<file path="src/rtl/breakpoint_comparator_slots_assert.svh">
// Assertion macros for the breakpoint comparator slot block.
// Depends on nothing; included by the top level.
`ifndef BREAKPOINT_COMPARATOR_SLOTS_ASSERT_SVH
`define BREAKPOINT_COMPARATOR_SLOTS_ASSERT_SVH

// Same-cycle implication, reset disables the check.
`define BCS_ASSERT_SAME(label, clk, rst_n, ante, cons) \
	label: assert property (@(posedge clk) disable iff (!rst_n) (ante) |-> (cons)) \
		else $error("bcs assertion failed");

// Next-cycle implication, reset disables the check.
`define BCS_ASSERT_NEXT(label, clk, rst_n, ante, cons) \
	label: assert property (@(posedge clk) disable iff (!rst_n) (ante) |=> (cons)) \
		else $error("bcs assertion failed");

`endif

</file>
<file path="src/rtl/bcs_pkg.sv">
// Package for the breakpoint comparator slot block: constants, types and
// the comparator word encoder. Depends on nothing.
package bcs_pkg;

	localparam int NUM_SLOTS = 6;
	localparam int IDX_W = (NUM_SLOTS > 1) ? $clog2(NUM_SLOTS) : 1;
	localparam int CNT_W = $clog2(NUM_SLOTS + 1);

	localparam logic [31:0] ADDR_MASK    = 32'h0fff_fffc;
	localparam logic [31:0] HALF_SEL_BIT = 32'h0000_0002;
	localparam logic [31:0] ENABLE_BIT   = 32'h0000_0001;
	localparam logic [31:0] REPL_LOW     = 32'h4000_0000;
	localparam logic [31:0] REPL_HIGH    = 32'h8000_0000;
	localparam logic [31:0] REPL_WORD    = 32'hc000_0000;

	localparam logic [2:0] SIZE_DEFAULT = 3'd0;
	localparam logic [2:0] SIZE_HALF    = 3'd2;

	typedef enum logic [1:0] {
		CMD_SET       = 2'd0,
		CMD_CLEAR     = 2'd1,
		CMD_DISABLE   = 2'd2,
		CMD_CLEAR_ALL = 2'd3
	} cmd_t;

	typedef enum logic [1:0] {
		ST_IDLE,
		ST_SCAN,
		ST_DONE
	} state_t;

	function automatic logic [31:0] encode_word(input logic [31:0] addr,
			input logic [2:0] size);
		logic [31:0] repl;
		if (size == SIZE_DEFAULT || size == SIZE_HALF) begin
			repl = ((addr & HALF_SEL_BIT) != '0) ? REPL_HIGH : REPL_LOW;
		end else begin
			repl = REPL_WORD;
		end
		return repl | (addr & ADDR_MASK) | ENABLE_BIT;
	endfunction

endpackage

</file>
<file path="src/rtl/bcs_if.sv">
// Valid/ready channel interfaces for command and result beats.
// Depends on nothing.
interface bcs_cmd_if;
	logic        valid;
	logic        ready;
	logic [1:0]  command;
	logic [31:0] address;
	logic [2:0]  access_size;

	modport source (output valid, command, address, access_size, input ready);
	modport sink (input valid, command, address, access_size, output ready);
endinterface

interface bcs_rsp_if;
	logic        valid;
	logic        ready;
	logic        success;
	logic [2:0]  slot_index;
	logic [31:0] comparator_word;

	modport source (output valid, success, slot_index, comparator_word, input ready);
	modport sink (input valid, success, slot_index, comparator_word, output ready);
endinterface

</file>
<file path="src/rtl/breakpoint_comparator_slots.sv">
// Breakpoint comparator slot table: set, clear, disable and clear-all commands.
// Depends on bcs_pkg, bcs_if.sv and breakpoint_comparator_slots_assert.svh.
// A result beat follows its command beat once the slot scan finishes (clear-all skips the scan);
// the slot memory is read one entry per cycle until a hit or the last slot.
// One command at a time: a new command is taken only after its result is loaded into the output register.
// Reset: all slots read as zero, the block is idle and no result is pending.
`include "breakpoint_comparator_slots_assert.svh"

module breakpoint_comparator_slots (
	input  logic      clk,
	input  logic      arst_n,
	bcs_cmd_if.sink   req,
	bcs_rsp_if.source rsp
);

	logic [31:0] slot_mem [bcs_pkg::NUM_SLOTS];
	logic [bcs_pkg::NUM_SLOTS-1:0] valid_q;

	bcs_pkg::state_t state_q, state_d;
	bcs_pkg::cmd_t   cmd_q;
	logic [31:0]     addr_q;
	logic [31:0]     word_q;
	logic [bcs_pkg::CNT_W-1:0] rd_idx_q;

	logic                      live_s1;
	logic [bcs_pkg::IDX_W-1:0] idx_s1;
	logic [31:0]               rd_data_s1;
	logic                      ent_vld_s1;

	logic        res_ok_q;
	logic [2:0]  res_idx_q;
	logic [31:0] res_word_q;

	logic        out_vld_q;
	logic        out_ok_q;
	logic [2:0]  out_idx_q;
	logic [31:0] out_word_q;

	logic        accept;
	logic        issue;
	logic        hit;
	logic        finish;
	logic        wr_en;
	logic        new_valid;
	logic        load_out;
	logic [31:0] entry;
	logic [31:0] new_word;
	logic [31:0] res_word;
	logic [31:0] idx_wide;

	assign req.ready = (state_q == bcs_pkg::ST_IDLE);
	assign accept    = req.valid && req.ready;
	assign issue     = (state_q == bcs_pkg::ST_SCAN) &&
		(rd_idx_q != bcs_pkg::CNT_W'(bcs_pkg::NUM_SLOTS));
	assign entry     = ent_vld_s1 ? rd_data_s1 : '0;
	assign idx_wide  = 32'(idx_s1);

	always_comb begin
		hit       = 1'b0;
		new_word  = '0;
		res_word  = '0;
		new_valid = 1'b0;
		case (cmd_q)
			bcs_pkg::CMD_SET: begin
				hit       = (entry & bcs_pkg::ENABLE_BIT) == '0;
				new_word  = word_q;
				res_word  = word_q;
				new_valid = 1'b1;
			end
			bcs_pkg::CMD_CLEAR: begin
				hit       = (entry | bcs_pkg::ENABLE_BIT) == word_q;
				new_word  = '0;
				res_word  = '0;
				new_valid = 1'b0;
			end
			bcs_pkg::CMD_DISABLE: begin
				hit       = (entry & bcs_pkg::ADDR_MASK) == (addr_q & bcs_pkg::ADDR_MASK);
				new_word  = entry & ~bcs_pkg::ENABLE_BIT;
				res_word  = entry & ~bcs_pkg::ENABLE_BIT;
				new_valid = 1'b1;
			end
			default: begin
				hit = 1'b0;
			end
		endcase
	end

	always_comb begin
		state_d  = state_q;
		finish   = (state_q == bcs_pkg::ST_SCAN) && live_s1 &&
			(hit || idx_s1 == bcs_pkg::IDX_W'(bcs_pkg::NUM_SLOTS - 1));
		wr_en    = finish && hit;
		load_out = (state_q == bcs_pkg::ST_DONE) && (!out_vld_q || rsp.ready);
		case (state_q)
			bcs_pkg::ST_IDLE: begin
				if (accept) begin
					state_d = (bcs_pkg::cmd_t'(req.command) == bcs_pkg::CMD_CLEAR_ALL) ?
						bcs_pkg::ST_DONE : bcs_pkg::ST_SCAN;
				end
			end
			bcs_pkg::ST_SCAN: begin
				if (finish) begin
					state_d = bcs_pkg::ST_DONE;
				end
			end
			bcs_pkg::ST_DONE: begin
				if (load_out) begin
					state_d = bcs_pkg::ST_IDLE;
				end
			end
			default: begin
				state_d = bcs_pkg::ST_IDLE;
			end
		endcase
	end

	always_ff @(posedge clk or negedge arst_n) begin
		if (!arst_n) begin
			state_q <= bcs_pkg::ST_IDLE;
		end else begin
			state_q <= state_d;
		end
	end

	always_ff @(posedge clk) begin
		if (wr_en) begin
			slot_mem[idx_s1] <= new_word;
		end
		rd_data_s1 <= slot_mem[rd_idx_q[bcs_pkg::IDX_W-1:0]];
		idx_s1     <= rd_idx_q[bcs_pkg::IDX_W-1:0];
		if (accept) begin
			cmd_q  <= bcs_pkg::cmd_t'(req.command);
			addr_q <= req.address;
			word_q <= bcs_pkg::encode_word(req.address, req.access_size);
		end
		if (accept) begin
			res_ok_q   <= 1'b1;
			res_idx_q  <= '0;
			res_word_q <= '0;
		end else if (finish) begin
			res_ok_q   <= hit;
			res_idx_q  <= hit ? idx_wide[2:0] : 3'd0;
			res_word_q <= hit ? res_word : '0;
		end
		if (load_out) begin
			out_ok_q   <= res_ok_q;
			out_idx_q  <= res_idx_q;
			out_word_q <= res_word_q;
		end
	end

	always_ff @(posedge clk or negedge arst_n) begin
		if (!arst_n) begin
			valid_q    <= '0;
			rd_idx_q   <= '0;
			live_s1    <= 1'b0;
			ent_vld_s1 <= 1'b0;
			out_vld_q  <= 1'b0;
		end else begin
			if (accept && bcs_pkg::cmd_t'(req.command) == bcs_pkg::CMD_CLEAR_ALL) begin
				valid_q <= '0;
			end else if (wr_en) begin
				valid_q[idx_s1] <= new_valid;
			end
			if (accept) begin
				rd_idx_q <= '0;
			end else if (issue) begin
				rd_idx_q <= rd_idx_q + 1'b1;
			end
			live_s1    <= issue;
			ent_vld_s1 <= valid_q[rd_idx_q[bcs_pkg::IDX_W-1:0]];
			if (load_out) begin
				out_vld_q <= 1'b1;
			end else if (rsp.ready) begin
				out_vld_q <= 1'b0;
			end
		end
	end

	assign rsp.valid           = out_vld_q;
	assign rsp.success         = out_ok_q;
	assign rsp.slot_index      = out_idx_q;
	assign rsp.comparator_word = out_word_q;

	`BCS_ASSERT_SAME(a_idle_no_compare, clk, arst_n, state_q == bcs_pkg::ST_IDLE, !live_s1)
	`BCS_ASSERT_SAME(a_write_in_scan, clk, arst_n, wr_en, state_q == bcs_pkg::ST_SCAN)
	`BCS_ASSERT_NEXT(a_clear_all_empties, clk, arst_n, accept && req.command == bcs_pkg::CMD_CLEAR_ALL, valid_q == '0)

endmodule
</file>
<file path="src/flat_wrapper.sv">
// flat-port wrapper written by rule: the top's interface ports become plain ports
module breakpoint_comparator_slots_flat 
  (clk, arst_n, req_valid, req_command, req_address, req_access_size, req_ready, rsp_valid, rsp_success, rsp_slot_index, rsp_comparator_word, rsp_ready);
  bcs_cmd_if req_i ();
  bcs_rsp_if rsp_i ();
  input  logic clk;
  input  logic arst_n;
  input wire logic [$bits(req_i.valid)-1:0] req_valid;
  input wire logic [$bits(req_i.command)-1:0] req_command;
  input wire logic [$bits(req_i.address)-1:0] req_address;
  input wire logic [$bits(req_i.access_size)-1:0] req_access_size;
  output wire logic [$bits(req_i.ready)-1:0] req_ready;
  output wire logic [$bits(rsp_i.valid)-1:0] rsp_valid;
  output wire logic [$bits(rsp_i.success)-1:0] rsp_success;
  output wire logic [$bits(rsp_i.slot_index)-1:0] rsp_slot_index;
  output wire logic [$bits(rsp_i.comparator_word)-1:0] rsp_comparator_word;
  input wire logic [$bits(rsp_i.ready)-1:0] rsp_ready;
  assign req_i.valid = req_valid;
  assign req_i.command = req_command;
  assign req_i.address = req_address;
  assign req_i.access_size = req_access_size;
  assign req_ready = req_i.ready;
  assign rsp_valid = rsp_i.valid;
  assign rsp_success = rsp_i.success;
  assign rsp_slot_index = rsp_i.slot_index;
  assign rsp_comparator_word = rsp_i.comparator_word;
  assign rsp_i.ready = rsp_ready;
  breakpoint_comparator_slots u_core (.clk(clk), .arst_n(arst_n), .req(req_i), .rsp(rsp_i));
endmodule
</file>
<file path="config.mk">
export PLATFORM = sky130hd
export DESIGN_NAME = breakpoint_comparator_slots_flat
export DESIGN_NICKNAME = d
export VERILOG_FILES = /design/src/rtl/bcs_pkg.sv /design/src/rtl/bcs_if.sv /design/src/rtl/breakpoint_comparator_slots.sv /design/src/flat_wrapper.sv
export VERILOG_INCLUDE_DIRS = /design/src /design/src/rtl
export SDC_FILE = /design/constraint.sdc
export NUM_CORES = 1
export LEC_CHECK = 0
export BUFFER_PORTS_ARGS = -buffer_cell sky130_fd_sc_hd__buf_2
export CORE_MARGIN = 5
export CORE_UTILIZATION = 60
export DETAILED_ROUTE_END_ITERATION = 16
export GPL_ROUTABILITY_DRIVEN = 0
export PLACE_DENSITY = 0.8
export SETUP_SLACK_MARGIN = 0.2
export SYNTH_ARGS = -nofsm -noshare
export SYNTH_HDL_FRONTEND = slang
export SYNTH_SLANG_ARGS = --single-unit
</file>
<file path="constraint.sdc">
create_clock -name clk -period 6.1 [get_ports clk]
set_clock_uncertainty 0.05 [all_clocks]
set_input_delay 1.22 -clock clk [delete_from_list [all_inputs] [get_ports clk]]
set_output_delay 1.22 -clock clk [all_outputs]
set_load 0.005 [all_outputs]
</file>
Word level (Yosys, flattened, before mapping):

Memory sizes are Yosys's and may differ from the RTL's. A register that Yosys moved wholly into a read port is not among the register bits.
Cells that the tools add are included.

* $add $sub $neg: 1
* multipliers: 0
* reduce and logical (&&, ||, !) cells: 21
* equality and inequality tests: 13
* magnitude comparators: 3
* muxes and demuxes: 27
* bitwise gates (word level): 1
* shifts and indexed selects: 0
* div/mod/pow operators: 0

Operators with widths (count)
* 32-bit 2-to-1 mux: 5
* 32-bit case mux with 2 select lines: 1
* 32-bit logical NOT: 1
* 32-bit by 28-bit bitwise OR with 32-bit output: 1
* 31-bit == test: 1
* 26-bit == test: 1
* 6-bit 2-to-1 mux: 2
* 3-bit 2-to-1 mux: 3
* 1-bit logical AND: 8
* 3-bit by 4-bit less-than comparator with 1-bit output (second input constant): 2
* 2-bit 2-to-1 mux: 4
* 1-bit 2-to-1 mux: 7
* 6-bit bitwise mux: 1
* 2-bit == test (second input constant): 3
* 2-bit case mux with 3 select lines: 1
* 2-bit nonzero test: 3
* 2-bit by 1-bit == test with 1-bit output (second input constant): 2
* 2-bit logical NOT: 2
* 2-bit by 1-bit != test with 1-bit output (second input constant): 2
* 3-bit by 1-bit adder with 3-bit output (second input constant): 1
* 1-bit binary-select mux with 3-bit select: 1
* 1-bit demux with 3-bit select: 1
* 3-bit by 2-bit == test with 1-bit output (second input constant): 1
* 3-bit == test (second input constant): 1
* 9 further kinds: 11

* flip-flop bits (word level): 150
* memories: 1
* latch bits: 0
* output and inout bits: 38
* input bits: 41
* memory bits (writable): 192
* memory bits (read-only): 0
* word-level logic and storage cells: 83

Memories
* u_core.slot_mem: words 6, width 32, rd ports 1, clocked after Yosys merged registers in 1, write ports 1, line breakpoint_comparator_slots.sv:16 `logic [31:0] slot_mem [bcs_pkg::NUM_SLOTS];`

Logic depth before layout (Yosys ltp):

* depth in word-level cells: 8
* depth in mapped cells: 10

Worst setup path after synthesis:

No wires, ideal clock.

* kind: register -> register
* start point: register u_core.addr_q[3]
* end point: memory u_core.slot_mem[4][0], enable pin
* path slack: 1.731 ns
* setup time: 0.432 ns
* data arrival time: 3.887 ns
* buffers on the path: 0
* cell stages (with the launch flop): 7
* period minus slack after synthesis: 4.369 ns
* required time: 5.618 ns
* cell sequence: edfxtp_1 or4_4 nor4_2 a31oi_1 or4_4 or4b_4 a21oi_1

* word-level cells in the longest chain between the ends: 7

RTL lines
* start, declared: line breakpoint_comparator_slots.sv:21 `logic [31:0] addr_q;`
* start signal, assigned: line breakpoint_comparator_slots.sv:133 `addr_q <= req.address;`
* 26-bit == test (*): line breakpoint_comparator_slots.sv:77 `hit = (entry & bcs_pkg::ADDR_MASK) == (addr_q & bcs_pkg::ADDR_MASK);`
* 1-bit case mux with 3 select lines (*): line breakpoint_comparator_slots.sv:63 `case (cmd_q)`
* 1-bit logical OR: line breakpoint_comparator_slots.sv:91 `(hit || idx_s1 == bcs_pkg::IDX_W'(bcs_pkg::NUM_SLOTS - 1));`
* 1-bit logical AND: line breakpoint_comparator_slots.sv:90 `finish = (state_q == bcs_pkg::ST_SCAN) && live_s1 &&`
* 1-bit logical AND (*): line breakpoint_comparator_slots.sv:92 `wr_en = finish && hit;`
* 1-bit 2-to-1 mux (*): line breakpoint_comparator_slots.sv:126 `if (wr_en) begin`
* 1-bit 2-to-1 mux (implied by the code) (*): line breakpoint_comparator_slots.sv:127 `slot_mem[idx_s1] <= new_word;`
* end, declared: line breakpoint_comparator_slots.sv:16

Mark *: on every way between the ends. The rest lies on a longest branch, timed or not.

Worst setup path after layout:

* start point: register u_core.ent_vld_s1
* end point: memory u_core.slot_mem[2][6], enable pin

* word-level cells in the longest chain between the ends: 8
* elaborated cells on any way between the ends: 10

RTL lines
* start, declared: line breakpoint_comparator_slots.sv:28 `logic ent_vld_s1;`
* start signal, assigned: line breakpoint_comparator_slots.sv:171 `ent_vld_s1 <= valid_q[rd_idx_q[bcs_pkg::IDX_W-1:0]];`
* 32-bit 2-to-1 mux (*): line breakpoint_comparator_slots.sv:55 `assign entry = ent_vld_s1 ? rd_data_s1 : '0;`
* 31-bit == test, or another cell as far along: line breakpoint_comparator_slots.sv:71 `hit = (entry | bcs_pkg::ENABLE_BIT) == word_q;`
* 1-bit case mux with 3 select lines (*): line breakpoint_comparator_slots.sv:63
* 1-bit logical OR: line breakpoint_comparator_slots.sv:91
* 1-bit logical AND: line breakpoint_comparator_slots.sv:90
* 1-bit logical AND (*): line breakpoint_comparator_slots.sv:92
* 1-bit 2-to-1 mux (*): line breakpoint_comparator_slots.sv:126
* 1-bit 2-to-1 mux (implied by the code) (*): line breakpoint_comparator_slots.sv:127

Marks and branches as above.

==> out/metrics.cfg <==
[clock_tree]
clk_latency_ns = 0.51
ctsHoldBuffers = 0
cts_tree = done
cts-buffers-inserted = 34
h-tree-depth = 2
clock-sinks = 343
cts_resized = 0
cts.path.max_buffers = 3
cts_root_buf = clkbuf_16
clk_pin_slew_worst_paths_ns = 0.07
post_cts_buffers = 0

[worst_hold_path]
hp-class = reg2reg
whs_path_depth = 0

[drt]
viasPerCell = 6.15
wl_per_cell_um = 21.9
routed.top_layer = met4
vias = 7769
drt_iter0_markers = 718
routed-wl-met2_um = 13100
ant_nets = 0
routed_wl_um = 27700
drc_errors = 0
drt-pass1-iter-count = 5
drt-met1-wl_um = 11600
met3_length_um = 2180

[global_route]
track_usage_pct = 21.8
antenna_found_initial = 0
grt_pass1_wl_um = 43600
grt_overflow = 0
grt_pass1_vias = 7800
grt_start_max_net_pins = 70

[flow_run]
cap_violations = 0

[timing]
tightest_slew_ns = 1.01
hold_violations = 0
rsz0062_at_grt = no
min_period_over_period_pct = 73.9
relSlewSlack_pct = 32.6
fmax_mhz = 222
setup_viol = 0
tns_ns = 0
slew_viol_final = 0
period_needed_ns = 4.51

[power_and_ir_drop]
irDropWorstVdd_mv = 0.269
powerDensity_nw_per_um2 = 440
leakage_uw = 0.00556

[synthesis]
synth_edf_count = 258
synth_fp_nets = 922
synthArstFlopShare_pct = 4.08
synth_warnings = 0
syn_inst = 879
synth_area_per_cell_um2 = 15.3
synth_flop_cell = edfxtp_1
ys_ff_latch = 343
ys_types = 62
syn_area_um2 = 13500
ys_seq_area_share_pct = 70.6

[worst_setup_path]
ff2ff_setup_slack_ns = 1.59
cp_max_fo = 40
crit_end = u_core.slot_mem[2][6]$_DFFE_PP_
critPathLaunch = u_core.ent_vld_s1$_DFF_PN0_
r2r-end = u_core.slot_mem[2][6]$_DFFE_PP_
critPathLaunchType = flop
worst_ep_required_time_ns = 6.18
rr_startpoint = u_core.ent_vld_s1$_DFF_PN0_
cp.arrival_ns = 4.59
path_class = reg2reg
reg2reg_depth = 9
cp-end-kind = flop

[final_layout]
num-nets-final = 1001
final_cell_mix = edfxtp_1 (258), a21oi_1 (72), buf_2 (72)
drive_above_1_share_pct = 22.0
final-instance-count-excl-fill = 1264
mostFrequentLayoutCell = edfxtp_1
area_growth_pct = 13.0
antenna_cells = 0

[outcome]
status = completed

[floorplan]
die-area_um2 = 25600
fp.dieH_um = 160
coreArea_um2 = 22000
start_util_pct = 61.4
io_pins = 79
row_count = 54
die_w_um = 160

[placed_design]
hpwl_um = 16300
port-buffer-count = 72
dp.cells = 1202

[layer usage]
layer	global-route usage [%]	up-vias
met5	0	-
met3	3.97	67
met2	34.0	336
li1	-	3504
met4	8.49	0
met1	31.2	3862
[cells by family (layout without fill, tap and decap cells)]
family,count (synthesis),in the layout,synth area share [%]
AO/OA/AOI/OAI,123,123,5.25
XOR/XNOR,9,9,0.585
adder cells (fa/ha/maj),2,2,0.186
buffers and inverters,63,168,2.22
flip-flops,343,343,70.6
multiplexers,103,103,11.9
AND/OR/NAND/NOR,236,236,9.26
[through the flow]
| stage | instance area (um^2) | power (uW) | util (%) | hold slack (ns) | setup WS, ns |
|---|---|---|---|---|---|
| final | 15200 | 6700 | 69.4 | 0.373 | 1.59 |
| after global routing | 15200 | 7020 | 69.4 | 0.381 | 1.34 |
| after CTS | 15200 | 6740 | 69.4 | 0.373 | 1.58 |
| after detailed placement | 14100 | 4680 | 64.3 | 0.358 | 1.62 |
| after global placement | 14100 | 4610 | 64.3 | 0.358 | 1.76 |
| after floorplan | 13500 | 4240 | - | 0.322 | 1.73 |
[cell type report]
cell class	instances	area, um^2
Sequential cell	343	9520
Fill cell	1412	6720
Multi-Input combinational cell	473	3690
Clock buffer	49	1000
Timing Repair Buffer	91	503
Tap cell	280	350
Clock inverter	13	110
Inverter	15	56.3
[critical path: stages (launching register included)]
cell,delay [ns]
dfrtp_1,1.01
buf_4,0.34
nand4b_1,0.12
o22ai_1,0.16
a21oi_1,0.09
or4_4,0.55
or4b_4,0.65
nand2_8,0.43
and2_1,0.21
buf_4,0.49
[synth_stat cells, types with 3 or more instances]
cell / count / area, um^2
a21oi_1: 74 / 370
a22oi_1: 5 / 37.5
and2_1: 8 / 50.1
and3_1: 35 / 219
buf_1: 5 / 18.8
buf_12: 3 / 60.1
clkbuf_1: 36 / 135
dfrtp_1: 14 / 350
dfxtp_1: 71 / 1420
edfxtp_1: 258 / 7750
inv_1: 15 / 56.3
mux2_4: 31 / 465
mux2i_1: 38 / 380
mux4_2: 33 / 743
nand2_1: 45 / 169
nand2b_1: 10 / 62.6
nand3_1: 38 / 190
nand3b_1: 3 / 22.5
nand4_1: 3 / 18.8
nand4b_1: 6 / 52.6
nor2_1: 56 / 210
nor2b_1: 3 / 18.8
nor3_1: 6 / 30.0
o211ai_1: 5 / 37.5
o21ai_0: 14 / 70.1
o22ai_1: 9 / 56.3
or4_1: 5 / 37.5
xor2_1: 8 / 70.1
[power by group]
group | switching, uW | internal (uW)
Clock | 826 | 1230
Sequential | 313 | 2920
Combinational | 798 | 617
[registers in the layout, summed over array words and instances (netlist names)]
signal and cells:
u_core.word_q 3, u_core.slot_mem 192, u_core.res_word_q 32, u_core.ent_vld_s1 1
u_core.cmd_q 2, u_core.rsp.comparator_word 32, u_core.addr_q 25, u_core.rd_data_s1 32
u_core.rsp.success 1, u_core.res_idx_q 3, u_core.state_q 2, u_core.idx_s1 3
u_core.rd_idx_q 3, u_core.valid_q 6, u_core.rsp.valid 1, u_core.res_ok_q 1
u_core.live_s1 1, u_core.rsp.slot_index 3
[worst min path at each step]
stage / slack, ns / from / end
3_3_place_gp: 0.36 / u_core.res_word_q[2]$_SDFFE_PP0P_ / u_core.rsp.comparator_word[2]$_DFFE_PP_
5_1_grt: 0.38 / u_core.res_word_q[5]$_SDFFE_PP0P_ / u_core.rsp.comparator_word[5]$_DFFE_PP_
4_1_cts: 0.37 / u_core.res_word_q[5]$_SDFFE_PP0P_ / u_core.rsp.comparator_word[5]$_DFFE_PP_
2_1_floorplan: 0.32 / u_core.rd_idx_q[0]$_DFFE_PN0P_ / u_core.idx_s1[0]$_DFF_P_
3_5_place_dp: 0.36 / u_core.res_word_q[13]$_SDFFE_PP0P_ / u_core.rsp.comparator_word[13]$_DFFE_PP_
6_report: 0.37 / u_core.res_word_q[5]$_SDFFE_PP0P_ / u_core.rsp.comparator_word[5]$_DFFE_PP_
Note: power is estimated with default switching activity, not from simulation.
